### src/hdl/lctmf_pkg.sv
// ----------------------------------------------------------------------------
// Load cell trimmed mean filter: shared package
// Register indexes, reset values, field widths, sequencer states and the
// result record carried on the output channel.
// ----------------------------------------------------------------------------
package lctmf_pkg;

	// Configuration port geometry.
	localparam int unsigned CFG_INDEX_BITS = 4;
	localparam int unsigned CFG_DATA_BITS  = 32;

	// Register indexes.
	localparam logic [CFG_INDEX_BITS-1:0] REG_SAMPLES_PER_READING = 4'd0;
	localparam logic [CFG_INDEX_BITS-1:0] REG_STABLE_SPAN_LIMIT   = 4'd1;
	localparam logic [CFG_INDEX_BITS-1:0] REG_ZERO_OFFSET         = 4'd2;
	localparam logic [CFG_INDEX_BITS-1:0] REG_GAIN_Q24            = 4'd3;

	// Register and field widths.
	localparam int unsigned SPR_BITS          = 7;
	localparam int unsigned LIMIT_BITS        = 24;
	localparam int unsigned OFFSET_BITS       = 24;
	localparam int unsigned GAIN_BITS         = 32;
	localparam int unsigned MEAN_OUT_BITS     = 24;
	localparam int unsigned WEIGHT_BITS       = 32;
	localparam int unsigned WEIGHT_FRAC_SHIFT = 16;

	// Shortest reading: two samples are trimmed, at least one must remain.
	localparam int unsigned MIN_SAMPLES = 3;

	// Register reset values.
	localparam logic        [SPR_BITS-1:0]    RESET_SAMPLES     = 7'd10;
	localparam logic        [LIMIT_BITS-1:0]  RESET_SPAN_LIMIT  = 24'd200;
	localparam logic signed [OFFSET_BITS-1:0] RESET_ZERO_OFFSET = 24'sd0;
	// -0.095 grams per count in Q8.24, truncated toward zero.
	localparam logic signed [GAIN_BITS-1:0]   RESET_GAIN        = -32'sd1593835;

	// Saturation limits of the weight result.
	localparam logic [WEIGHT_BITS-1:0] WEIGHT_MAX = 32'h7FFF_FFFF;
	localparam logic [WEIGHT_BITS-1:0] WEIGHT_MIN = 32'h8000_0000;

	// Sequencer states, one-hot.
	typedef enum logic [5:0] {
		ST_IDLE  = 6'b000001,
		ST_LOAD  = 6'b000010,
		ST_DIV   = 6'b000100,
		ST_STORE = 6'b001000,
		ST_MUL   = 6'b010000,
		ST_SCALE = 6'b100000
	} lctmf_state_t;

	// Which mean the shared divider is working on.
	typedef enum logic {
		PASS_TRIMMED = 1'b0,
		PASS_PLAIN   = 1'b1
	} lctmf_pass_t;

	// One result transaction.
	typedef struct packed {
		logic signed [MEAN_OUT_BITS-1:0] trimmed_mean;
		logic signed [MEAN_OUT_BITS-1:0] plain_mean;
		logic        [MEAN_OUT_BITS-1:0] sample_span;
		logic                            is_stable;
		logic signed [WEIGHT_BITS-1:0]   weight_q8;
		logic                            weight_saturated;
	} lctmf_result_t;

endpackage

### src/hdl/lctmf_channels.sv
// ----------------------------------------------------------------------------
// Load cell trimmed mean filter: channel interfaces
// Valid/ready channels for raw samples in and filtered readings out.
// ----------------------------------------------------------------------------

// Sample channel: one raw converter sample per transaction.
interface lctmf_sample_if #(
	parameter int unsigned SAMPLE_BITS = 24
) ();
	logic                          valid;
	logic                          ready;
	logic signed [SAMPLE_BITS-1:0] sample_value;

	modport source (output valid, output sample_value, input ready);
	modport sink   (input valid, input sample_value, output ready);
endinterface

// Result channel: one finished reading per transaction.
interface lctmf_result_if import lctmf_pkg::*; ();
	logic          valid;
	logic          ready;
	lctmf_result_t data;

	modport source (output valid, output data, input ready);
	modport sink   (input valid, input data, output ready);
endinterface

### src/hdl/load_cell_trimmed_mean_filter_unit.sv
// ----------------------------------------------------------------------------
// Load cell trimmed mean filter
// Accumulates raw samples into readings and reports the trimmed and plain
// means, span, stability flag and saturated net weight of each reading.
// ----------------------------------------------------------------------------
// A sample that does not end a reading only updates the accumulators; ready stays high.
// The closing sample starts the sequence that produces the result: the shared
// restoring divider, one quotient bit a cycle on a DW-bit dividend, with DW =
// SAMPLE_BITS + clog2(MAX_SAMPLES + 1) + 1, is used once for each mean, and
// the multiply and scaling steps follow it.
// Reset clears the accumulators and the result slot and loads register defaults.
module load_cell_trimmed_mean_filter_unit import lctmf_pkg::*; #(
	parameter int unsigned MAX_SAMPLES = 64,
	parameter int unsigned SAMPLE_BITS = 24
) (
	input  logic                      clk,
	input  logic                      arst_n,
	input  logic                      cfg_we,
	input  logic [CFG_INDEX_BITS-1:0] cfg_index,
	input  logic [CFG_DATA_BITS-1:0]  cfg_data,
	lctmf_sample_if.sink              sample_in,
	lctmf_result_if.source            result_out
);

	// Derived widths.
	localparam int unsigned CW  = $clog2(MAX_SAMPLES + 1);      // sample count
	localparam int unsigned SW  = SAMPLE_BITS + CW;              // running sum
	localparam int unsigned DW  = SW + 1;                        // dividend
	localparam int unsigned DCW = $clog2(DW);                    // divider steps
	localparam int unsigned EW  = ((SAMPLE_BITS > OFFSET_BITS) ? SAMPLE_BITS : OFFSET_BITS) + 1;
	localparam int unsigned PW  = EW + GAIN_BITS;                // product
	localparam int unsigned QW  = PW - WEIGHT_FRAC_SHIFT;        // scaled product
	localparam int unsigned LW  = (SAMPLE_BITS > LIMIT_BITS) ? SAMPLE_BITS : LIMIT_BITS;

	localparam logic signed [SAMPLE_BITS-1:0] MIN_RESET = {1'b0, {(SAMPLE_BITS-1){1'b1}}};
	localparam logic signed [SAMPLE_BITS-1:0] MAX_RESET = {1'b1, {(SAMPLE_BITS-1){1'b0}}};
	localparam logic [PW-1:0] TRUNC_BIAS = PW'((64'd1 << WEIGHT_FRAC_SHIFT) - 64'd1);

	// Configuration registers.
	logic        [SPR_BITS-1:0]    spr_q;
	logic        [LIMIT_BITS-1:0]  limit_q;
	logic signed [OFFSET_BITS-1:0] offset_q;
	logic signed [GAIN_BITS-1:0]   gain_q;

	// Sequencer and accumulators.
	lctmf_state_t                  state_q;
	lctmf_pass_t                   pass_q;
	logic        [DCW-1:0]         iter_q;
	logic        [CW-1:0]          count_q;
	logic signed [SW-1:0]          sum_q;
	logic signed [SAMPLE_BITS-1:0] min_q;
	logic signed [SAMPLE_BITS-1:0] max_q;

	// Divider and datapath registers.
	logic        [CW-1:0]          divisor_q;
	logic        [CW-1:0]          rem_q;
	logic        [DW-1:0]          quo_q;
	logic                          neg_q;
	logic signed [SAMPLE_BITS-1:0] trimmed_q;
	logic signed [SAMPLE_BITS-1:0] plain_q;
	logic signed [PW-1:0]          prod_q;

	// Result slot.
	logic          out_valid_q;
	lctmf_result_t out_q;

	// Combinational signals.
	logic                          sample_fire;
	logic                          slot_free;
	logic        [CW-1:0]          n_eff;
	logic        [CW-1:0]          count_next;
	logic signed [SW-1:0]          sum_next;
	logic signed [SAMPLE_BITS-1:0] min_next;
	logic signed [SAMPLE_BITS-1:0] max_next;
	logic                          reading_done;
	logic signed [DW-1:0]          dividend;
	logic        [DW-1:0]          dividend_mag;
	logic        [CW-1:0]          divisor_load;
	logic        [CW:0]            rem_shift;
	logic        [CW:0]            trial;
	logic        [DW-1:0]          quo_signed;
	logic signed [EW-1:0]          net_counts;
	logic        [PW-1:0]          biased;
	logic signed [QW-1:0]          scaled;
	logic                          sat_hi;
	logic                          sat_lo;
	logic        [WEIGHT_BITS-1:0] weight;
	logic        [SAMPLE_BITS:0]   span_wide;
	logic        [SAMPLE_BITS-1:0] span;
	logic                          stable;

	// Handshakes.
	assign sample_in.ready   = (state_q == ST_IDLE);
	assign sample_fire       = sample_in.valid && sample_in.ready;
	assign slot_free         = !out_valid_q || result_out.ready;
	assign result_out.valid  = out_valid_q;
	assign result_out.data   = out_q;

	// Reading length, clamped to the supported range.
	always_comb begin
		if (int'(spr_q) < int'(MIN_SAMPLES)) begin
			n_eff = CW'(MIN_SAMPLES);
		end else if (int'(spr_q) > int'(MAX_SAMPLES)) begin
			n_eff = CW'(MAX_SAMPLES);
		end else begin
			n_eff = CW'(spr_q);
		end
	end

	// Accumulator update for the sample on the input channel.
	assign count_next   = count_q + CW'(1);
	assign sum_next     = sum_q + SW'(sample_in.sample_value);
	assign min_next     = (sample_in.sample_value < min_q) ? sample_in.sample_value : min_q;
	assign max_next     = (sample_in.sample_value > max_q) ? sample_in.sample_value : max_q;
	assign reading_done = (count_next >= n_eff);

	// Dividend and divisor for the current pass of the divider.
	always_comb begin
		if (pass_q == PASS_TRIMMED) begin
			dividend     = DW'(sum_q) - DW'(min_q) - DW'(max_q);
			divisor_load = count_q - CW'(2);
		end else begin
			dividend     = DW'(sum_q);
			divisor_load = count_q;
		end
		dividend_mag = dividend[DW-1] ? DW'(-dividend) : DW'(dividend);
	end

	// One restoring division step; the sign of trial shows whether it fits.
	assign rem_shift  = {rem_q, quo_q[DW-1]};
	assign trial      = rem_shift - {1'b0, divisor_q};
	assign quo_signed = neg_q ? DW'(-quo_q) : quo_q;

	// Net counts ahead of the gain multiply.
	assign net_counts = EW'(trimmed_q) - EW'(offset_q);

	// Divide the product by 2^16 toward zero, then saturate to 32 bits.
	always_comb begin
		biased = prod_q[PW-1] ? (PW'(prod_q) + TRUNC_BIAS) : PW'(prod_q);
		scaled = QW'(signed'(biased[PW-1:WEIGHT_FRAC_SHIFT]));
		sat_hi = !scaled[QW-1] && (|scaled[QW-2:WEIGHT_BITS-1]);
		sat_lo = scaled[QW-1] && !(&scaled[QW-2:WEIGHT_BITS-1]);
		if (sat_hi) begin
			weight = WEIGHT_MAX;
		end else if (sat_lo) begin
			weight = WEIGHT_MIN;
		end else begin
			weight = scaled[WEIGHT_BITS-1:0];
		end
	end

	// Span and stability of the finished reading.
	assign span_wide = {max_q[SAMPLE_BITS-1], max_q} - {min_q[SAMPLE_BITS-1], min_q};
	assign span      = span_wide[SAMPLE_BITS-1:0];
	assign stable    = (LW'(span) < LW'(limit_q));

	// Configuration writes; unlisted indexes are ignored.
	always_ff @(posedge clk or negedge arst_n) begin
		if (!arst_n) begin
			spr_q    <= RESET_SAMPLES;
			limit_q  <= RESET_SPAN_LIMIT;
			offset_q <= RESET_ZERO_OFFSET;
			gain_q   <= RESET_GAIN;
		end else if (cfg_we) begin
			case (cfg_index)
				REG_SAMPLES_PER_READING: spr_q    <= cfg_data[SPR_BITS-1:0];
				REG_STABLE_SPAN_LIMIT:   limit_q  <= cfg_data[LIMIT_BITS-1:0];
				REG_ZERO_OFFSET:         offset_q <= signed'(cfg_data[OFFSET_BITS-1:0]);
				REG_GAIN_Q24:            gain_q   <= signed'(cfg_data[GAIN_BITS-1:0]);
				default: begin
				end
			endcase
		end
	end

	// Result slot valid: set as a reading is posted, cleared once it is taken.
	always_ff @(posedge clk or negedge arst_n) begin
		if (!arst_n) begin
			out_valid_q <= 1'b0;
		end else if ((state_q == ST_SCALE) && slot_free) begin
			out_valid_q <= 1'b1;
		end else if (result_out.ready) begin
			out_valid_q <= 1'b0;
		end
	end

	// Sequencer and accumulators.
	always_ff @(posedge clk or negedge arst_n) begin
		if (!arst_n) begin
			state_q     <= ST_IDLE;
			pass_q      <= PASS_TRIMMED;
			iter_q      <= '0;
			count_q     <= '0;
			sum_q       <= '0;
			min_q       <= MIN_RESET;
			max_q       <= MAX_RESET;
		end else begin
			case (state_q)
				ST_IDLE: begin
					if (sample_fire) begin
						count_q <= count_next;
						sum_q   <= sum_next;
						min_q   <= min_next;
						max_q   <= max_next;
						if (reading_done) begin
							pass_q  <= PASS_TRIMMED;
							state_q <= ST_LOAD;
						end
					end
				end
				ST_LOAD: begin
					iter_q  <= DCW'(DW - 1);
					state_q <= ST_DIV;
				end
				ST_DIV: begin
					if (iter_q == '0) begin
						state_q <= ST_STORE;
					end else begin
						iter_q <= iter_q - DCW'(1);
					end
				end
				ST_STORE: begin
					if (pass_q == PASS_TRIMMED) begin
						pass_q  <= PASS_PLAIN;
						state_q <= ST_LOAD;
					end else begin
						state_q <= ST_MUL;
					end
				end
				ST_MUL: begin
					state_q <= ST_SCALE;
				end
				ST_SCALE: begin
					// Wait for the result slot, then start the next reading afresh.
					if (slot_free) begin
						count_q     <= '0;
						sum_q       <= '0;
						min_q       <= MIN_RESET;
						max_q       <= MAX_RESET;
						state_q     <= ST_IDLE;
					end
				end
				default: begin
					state_q <= ST_IDLE;
				end
			endcase
		end
	end

	// Divider, means, product and result payload.
	always_ff @(posedge clk) begin
		case (state_q)
			ST_LOAD: begin
				quo_q     <= dividend_mag;
				rem_q     <= '0;
				neg_q     <= dividend[DW-1];
				divisor_q <= divisor_load;
			end
			ST_DIV: begin
				quo_q <= {quo_q[DW-2:0], ~trial[CW]};
				rem_q <= trial[CW] ? rem_shift[CW-1:0] : trial[CW-1:0];
			end
			ST_STORE: begin
				if (pass_q == PASS_TRIMMED) begin
					trimmed_q <= signed'(quo_signed[SAMPLE_BITS-1:0]);
				end else begin
					plain_q <= signed'(quo_signed[SAMPLE_BITS-1:0]);
				end
			end
			ST_MUL: begin
				prod_q <= net_counts * gain_q;
			end
			ST_SCALE: begin
				if (slot_free) begin
					out_q.trimmed_mean     <= MEAN_OUT_BITS'(trimmed_q);
					out_q.plain_mean       <= MEAN_OUT_BITS'(plain_q);
					out_q.sample_span      <= MEAN_OUT_BITS'(span);
					out_q.is_stable        <= stable;
					out_q.weight_q8        <= signed'(weight);
					out_q.weight_saturated <= sat_hi || sat_lo;
				end
			end
			default: begin
			end
		endcase
	end

	// A new result always comes with freshly cleared accumulators.
	a_clear_on_result: assert property (@(posedge clk) disable iff (!arst_n)
		$rose(result_out.valid) |-> (count_q == '0 && sum_q == '0 && min_q == MIN_RESET))
		else $error("accumulators not cleared when a result was posted");

	// The closing sample of a reading starts the divider sequence.
	a_done_starts_div: assert property (@(posedge clk) disable iff (!arst_n)
		(sample_fire && reading_done) |=> (state_q == ST_LOAD))
		else $error("closing sample did not start the divider");

	// The divider never runs with a zero divisor.
	a_divisor_nonzero: assert property (@(posedge clk) disable iff (!arst_n)
		(state_q == ST_DIV) |-> (divisor_q != '0))
		else $error("divider running with a zero divisor");

endmodule
### src/flat_wrapper.sv
// flat-port wrapper written by rule: the top's interface ports become plain ports
module load_cell_trimmed_mean_filter_unit_flat import lctmf_pkg::*;
#(
	parameter int unsigned MAX_SAMPLES = 64,
	parameter int unsigned SAMPLE_BITS = 24
)
  (clk, arst_n, cfg_we, cfg_index, cfg_data, sample_in_valid, sample_in_sample_value, sample_in_ready, result_out_valid, result_out_data, result_out_ready);
  lctmf_sample_if #(.SAMPLE_BITS(SAMPLE_BITS)) sample_in_i ();
  lctmf_result_if result_out_i ();
  input  logic clk;
  input  logic arst_n;
  input  logic cfg_we;
  input  logic [CFG_INDEX_BITS-1:0] cfg_index;
  input  logic [CFG_DATA_BITS-1:0] cfg_data;
  input wire logic [$bits(sample_in_i.valid)-1:0] sample_in_valid;
  input wire logic [$bits(sample_in_i.sample_value)-1:0] sample_in_sample_value;
  output wire logic [$bits(sample_in_i.ready)-1:0] sample_in_ready;
  output wire logic [$bits(result_out_i.valid)-1:0] result_out_valid;
  output wire logic [$bits(result_out_i.data)-1:0] result_out_data;
  input wire logic [$bits(result_out_i.ready)-1:0] result_out_ready;
  assign sample_in_i.valid = sample_in_valid;
  assign sample_in_i.sample_value = sample_in_sample_value;
  assign sample_in_ready = sample_in_i.ready;
  assign result_out_valid = result_out_i.valid;
  assign result_out_data = result_out_i.data;
  assign result_out_i.ready = result_out_ready;
  load_cell_trimmed_mean_filter_unit #(.MAX_SAMPLES(MAX_SAMPLES), .SAMPLE_BITS(SAMPLE_BITS)) u_core (.clk(clk), .arst_n(arst_n), .cfg_we(cfg_we), .cfg_index(cfg_index), .cfg_data(cfg_data), .sample_in(sample_in_i), .result_out(result_out_i));
endmodule
### config.mk
export PLATFORM = sky130hd
export DESIGN_NAME = load_cell_trimmed_mean_filter_unit_flat
export DESIGN_NICKNAME = d
export VERILOG_FILES = /design/src/hdl/lctmf_pkg.sv /design/src/hdl/lctmf_channels.sv /design/src/hdl/load_cell_trimmed_mean_filter_unit.sv /design/src/flat_wrapper.sv
export SDC_FILE = /design/constraint.sdc
export NUM_CORES = 2
export LEC_CHECK = 0
export BUFFER_PORTS_ARGS = -buffer_cell sky130_fd_sc_hd__buf_4
export CAP_MARGIN = 40
export CORE_MARGIN = 4
export CORE_UTILIZATION = 54
export CTS_BUF_LIST = sky130_fd_sc_hd__clkbuf_2 sky130_fd_sc_hd__clkbuf_4 sky130_fd_sc_hd__clkbuf_8
export DETAILED_ROUTE_END_ITERATION = 6
export GPL_TIMING_DRIVEN = 0
export PLACE_DENSITY = 0.71
export SYNTH_ARGS = -nofsm -noshare
export SYNTH_HDL_FRONTEND = slang
export SYNTH_SLANG_ARGS = --single-unit
export TNS_END_PERCENT = 5
### constraint.sdc
create_clock -name clk -period 10.9 [get_ports clk]
set_input_delay 3.27 -clock clk [delete_from_list [all_inputs] [get_ports clk]]
set_output_delay 3.27 -clock clk [all_outputs]
set_load 0.05 [all_outputs]
After elaboration in Yosys (flattened, before gate mapping). Index checks and enable logic that the tools add are counted.

Reductions and logical operators: 30. Equal/unequal tests: 16. Order comparisons: 6. Add/subtract/negate cells: 12. Bitwise operators: 2. Shifts and indexed selects: 0. Divide/modulo/power cells: 0. Multiply operators: 1. Mux-type cells: 38.

Operators with widths (count): $mux 24 (7); $mux 32 (3); $pmux 24 s2 (2); $pmux 32 s2 (1); $mux 31 (2); $pmux 31 s2 (1); $add 57x16->57 const B (1); $mul 25x32->57 (1); $mux 57 (1); $lt 24x24->1 (2); $mux 7 (6); $pmux 6 s6 (1); $neg 32->32 (1); $sub 31x24->32 (1); $sub 32x24->32 (1); $add 31x24->31 (1); $pmux 7 s2 (2); $sub 24x24->25 (1); $gt 24x24->1 (1); $mux 6 (4); $neg 24->24 (1); $sub 24x24->24 (1); $reduce_and 2->1 (8); $reduce_and 4->1 (3); 31 further kinds (52).

Word-level logic and storage cells: 130. Bits in latches: 0. Memories kept: 0. Memory bits (writable): 0. Memory bits (read-only): 0. Flip-flop bits (word level): 444.

Depth between registers and ports, before layout.
Word-level depth: 7. Gate-level depth with buffers: 41. Gate-level depth less buffers: 39.

Least setup slack after synthesis. Ideal clock, no wire load.

Path kind: reg2reg. Start point: register u_core.trimmed_q[0]. End point: register u_core.prod_q[44] (data pin). Path slack: 1456 ps. Cell stages (with the launch flop): 38. Buffers on the path: 1. Data required time: 10641 ps. Clock period less this slack: 9444 ps. Library setup time: 259 ps. Arrival: 9186 ps. Cells stage by stage: edfxtp_1 inv_1 ha_1 inv_1 fa_1 a21o_1 a21oi_1 o21a_1 o21ai_1 a311oi_1 a21oi_1 a21o_1 a22o_1 o41ai_2 o221ai_1 clkbuf_1 or2_2 fa_1 [2 not listed] fa_1 fa_1 fa_1 fa_1 inv_1 fa_1 inv_1 ha_1 a21o_1 a2111oi_0 o21ai_0 a311oi_1 o21ai_0 or2_2 a31o_2 a21o_1 a21oi_1 xnor2_1.

Word-level cells in the longest chain between the ends: 2.

Ends and longest elaborated chain: start, declared (RTL line load_cell_trimmed_mean_filter_unit.sv:59) `logic signed [SAMPLE_BITS-1:0] trimmed_q;`; start signal, assigned (RTL line load_cell_trimmed_mean_filter_unit.sv:265) `trimmed_q <= signed'(quo_signed[SAMPLE_BITS-1:0]);`; $sub 24x24->25 (RTL line load_cell_trimmed_mean_filter_unit.sv:135) `assign net_counts = EW'(trimmed_q) - EW'(offset_q);`; $mul 25x32->57 (RTL line load_cell_trimmed_mean_filter_unit.sv:271) `prod_q <= net_counts * gain_q;`; end signal, assigned (RTL line load_cell_trimmed_mean_filter_unit.sv:271); end, declared (RTL line load_cell_trimmed_mean_filter_unit.sv:61) `logic signed [PW-1:0] prod_q;`.

Every way passes these cells. A chain may end at the register's enable or synchronous reset.

Worst setup path in the final report.
Start point: register u_core.trimmed_q[0]. End point: register u_core.prod_q[55] (data pin).

Same word-level chain as after synthesis.

==> reports/summary.log <==
INFO  routing        routed_wl_per_cell=23.24um
INFO  sta            worst_clock_skew=71.80ps
INFO  sta            whs=419.2ps
INFO  run            drv_cap=0
INFO  global_route   grt_max_degree=105
INFO  finish         layout_commonest_cell=sky130_fd_sc_hd__inv_1
INFO  worst_setup_path worstSetupPathType=register to register
INFO  worst_setup_path worst-path-max-fanout=10
INFO  yosys          netlist_top_cells_area=sky130_fd_sc_hd__fa_1, sky130_fd_sc_hd__edfxtp_1, sky130_fd_sc_hd__ha_1, sky130_fd_sc_hd__inv_1, sky130_fd_sc_hd__dfrtp_1
INFO  sta            final.period_utilization=0.9737
INFO  yosys          synthDominantAreaCellType=sky130_fd_sc_hd__fa_1
INFO  worst_setup_path worstSetupStartpointType=register
INFO  global_route   via_count_of_the_first_global_routing_pass=43160
INFO  floorplanning  placeableCoreArea=0.1000mm2
INFO  routing        firstDrtPassIters=7
INFO  routing        dr_total_vias=41330
INFO  floorplanning  design.die.area=0.1059mm2
INFO  routing        initialDrtViolationCount=3398
INFO  hold_path      hold_class=register to register
INFO  clocking       cts_buffers=80
INFO  global_route   grt-ovfl-total=0
INFO  clocking       num_clock_sinks=444
INFO  finish         number_of_fillers_in_the_final_layout=8528
INFO  routing        drt-total-wl=166.7mm
INFO  finish         final_area=0.05967mm2
INFO  place          pre_cts_ws=-1220ps
INFO  yosys          synth-async-reset-ratio=0.4189
INFO  yosys          synth_fp_nets=6816
INFO  place          port_buffers=172
INFO  yosys          avgSynthCellArea=9.860um2
INFO  worst_setup_path cp.required=11350ps
INFO  global_route   global_route_wire_length_before_repair=253.6mm
INFO  sta            timing.final.setup_violations=0
INFO  worst_setup_path worst_path_max_delay_cell=sky130_fd_sc_hd__fa_2
INFO  yosys          syn_inst=5518
INFO  routing        antenna_left=0
INFO  sta            worst_slew_margin_rel=0.3361
INFO  sta            final.setup.worst_slack=286.3ps
INFO  yosys          synth.yosys.warnings=0
INFO  yosys          synth-main-ff-cell=sky130_fd_sc_hd__edfxtp_1
INFO  place          gp_congestion=1.038
INFO  clocking       worst_setup_hold_path_clk_slew=60ps
INFO  worst_setup_path critical_path_s_largest_stage_delay=640ps
INFO  sta            post-route-min-period=10610ps
INFO  clocking       clock_insertion_delay_worst_skew=780ps
INFO  finish         area_delta_synth_final=9.672%
INFO  sta            hold_viol=0
INFO  finish         finalNetCount=7101
INFO  clocking       htreeDepth=3
INFO  global_route   antenna_found_initial=9
INFO  yosys          synth_seq_cells=444
INFO  sta            timing_max_transition_violations_final=0
INFO  worst_setup_path worst_setup_path_end_kind=register
INFO  yosys          synth.distinct_cells=96
INFO  yosys          synth-edff-count=258
INFO  clocking       tritoncts_clock_tree=yes
INFO  sta            max_freq=94.22MHz
INFO  yosys          synth-seq-area-share=0.2291
INFO  run_status     outcome=finished clean
INFO  worst_setup_path cpMostUsedCell=sky130_fd_sc_hd__fa_1
INFO  routing        drcViolationCount=0
INFO  global_route   globalRouteTotalUtil=0.3164
INFO  floorplanning  std_cell_rows=116
INFO  floorplanning  io_pins=173
INFO  worst_setup_path worst_ep_arrival_time=11060ps
INFO  yosys          post-synth-top-area-fraction=0.3142
INFO  place          post-dp-hpwl=139.4mm
INFO  sta            worst_pin_slew=995.9ps
INFO  finish         fin_util=0.5967
INFO  floorplanning  fp.dieW=325.4um
INFO  finish         layout-drive-gt1-share=0.09591
INFO  clocking       clock_tree.buffer_depth=3
INFO  yosys          mappedNetlistArea=0.05441mm2
INFO  finish         mostFrequentLayoutCells=sky130_fd_sc_hd__inv_1, sky130_fd_sc_hd__fa_1, sky130_fd_sc_hd__nand2_1
INFO  place          dpl_cell_area=0.05772mm2
INFO  floorplanning  chipHeight=325.4um
INFO  clocking       clock_tree.root_cell=sky130_fd_sc_hd__clkbuf_8
INFO  routing        drt-vias-per-instance=5.764
INFO  floorplanning  initial_core_util=0.5441
-- registers in the layout (all words and copies together), names as in the netlist --
name                     cells
u_core.plain_q              24
u_core.max_q                24
u_core.min_q                24
u_core.trimmed_q            24
u_core.offset_q             24
u_core.gain_q               32
u_core.prod_q               57
u_core.sum_q                31
u_core.divisor_q             7
u_core.rem_q                 7
u_core.quo_q                32
u_core.spr_q                 7
u_core.state_q               6
u_core.result_out.valid      1
u_core.pass_q                1
u_core.result_out.data     106
u_core.count_q               7
u_core.iter_q                5
u_core.limit_q              24
u_core.neg_q                 1
-- worst max-delay path: cells and delay by family (launching register included) --
family                     cells  cell delay (ps)
xor gates and xnor gates       1              160
buffers and inverters          6              830
and+or+nand+nor                1              290
AOI/OAI and AO/OA             19             4130
adders and majority gates     10             4430
DFF                            1              460
-- stage by stage --
step	instances	TNS, ps
after global placement	6988	-30510
after floorplan	5518	0
final	7171	0
after detailed placement	7023	-6733
after CTS	7171	-17.28
after global routing	7170	-107.4
-- cell usage after synthesis (20+ instances only) --
master and n:
sky130_fd_sc_hd__nand2b_1 33, sky130_fd_sc_hd__and2_1 250, sky130_fd_sc_hd__edfxtp_1 258, sky130_fd_sc_hd__nand3_1 76, sky130_fd_sc_hd__mux2i_1 44, sky130_fd_sc_hd__xor2_1 89
sky130_fd_sc_hd__o21bai_1 39, sky130_fd_sc_hd__o21a_1 30, sky130_fd_sc_hd__nand2_1 762, sky130_fd_sc_hd__inv_1 925, sky130_fd_sc_hd__dfstp_2 52, sky130_fd_sc_hd__o22a_1 24
sky130_fd_sc_hd__a211oi_1 20, sky130_fd_sc_hd__or3_1 22, sky130_fd_sc_hd__and3_1 34, sky130_fd_sc_hd__xnor2_1 151, sky130_fd_sc_hd__o21ai_0 198, sky130_fd_sc_hd__dfrtp_1 134
sky130_fd_sc_hd__nor2b_1 61, sky130_fd_sc_hd__a21o_1 89, sky130_fd_sc_hd__mux2_2 64, sky130_fd_sc_hd__ha_1 379, sky130_fd_sc_hd__nor2_1 174, sky130_fd_sc_hd__o31ai_1 25
sky130_fd_sc_hd__nor3_1 54, sky130_fd_sc_hd__clkbuf_1 202, sky130_fd_sc_hd__fa_1 854, sky130_fd_sc_hd__nand4_1 29, sky130_fd_sc_hd__a21oi_1 193, sky130_fd_sc_hd__a31oi_1 24
-- final timing paths --
kind | start | end | slack [ps] | cells after the start
min | u_core.plain_q[3] | u_core.result_out.data[61] | 420 | 0
min in group asynchronous | arst_n | u_core.max_q[4] | 2530 | 1
max | u_core.trimmed_q[0] | u_core.prod_q[55] | 290 | 37
max in group asynchronous | arst_n | u_core.offset_q[17] | 7280 | 2
min reg2reg | u_core.plain_q[3] | u_core.result_out.data[61] | 420 | 0
max reg2reg | u_core.trimmed_q[0] | u_core.prod_q[55] | 290 | 37
-- per-layer routing --
metal / routed length, um / part of all wire / track usage
met1: 60840 / 0.37 / 0.3802
met2: 78080 / 0.47 / 0.5144
met3: 14280 / 0.086 / 0.06880
met4: 13450 / 0.081 / 0.2114
met5: 11 / 0.000066 / 0
-- cell families (layout without fill, tap and decap cells) --
group / Yosys count / after routing / synth area share
other cells: 0 / 3 / 0
buf+inv: 1146 / 1498 / 0.08054
flops: 444 / 444 / 0.2291
xor+xnor: 240 / 240 / 0.03863
compound gates: 789 / 789 / 0.09387
fa+ha+maj: 1233 / 1233 / 0.4014
simple gates: 1558 / 1558 / 0.1351
mux: 108 / 108 / 0.02134
-- cell type report --
type	instances	area, um2	area share
Clock inverter	42	386.6	0.006479
Buffer	213	932.1	0.01562
Inverter	926	3476	0.05825
Multi-Input combinational cell	3928	37750	0.6326
Clock buffer	107	1316	0.02206
Sequential cell	444	12470	0.2089
Antenna cell	3	7.507	0.0001258
Timing Repair Buffer	210	1712	0.02869
Tap cell	1298	1624	0.02722
-- repair_timing --
item	in CTS	in global routing
setup endpoints to repair	16	16
hold buffers	0	0
pin swaps	0	11
setup buffers	0	3
resized for setup	30	51
Power is left out: the tool's default activity adds up to more than one toggle a clock period on the data nets, which glitch-free logic cannot reach.
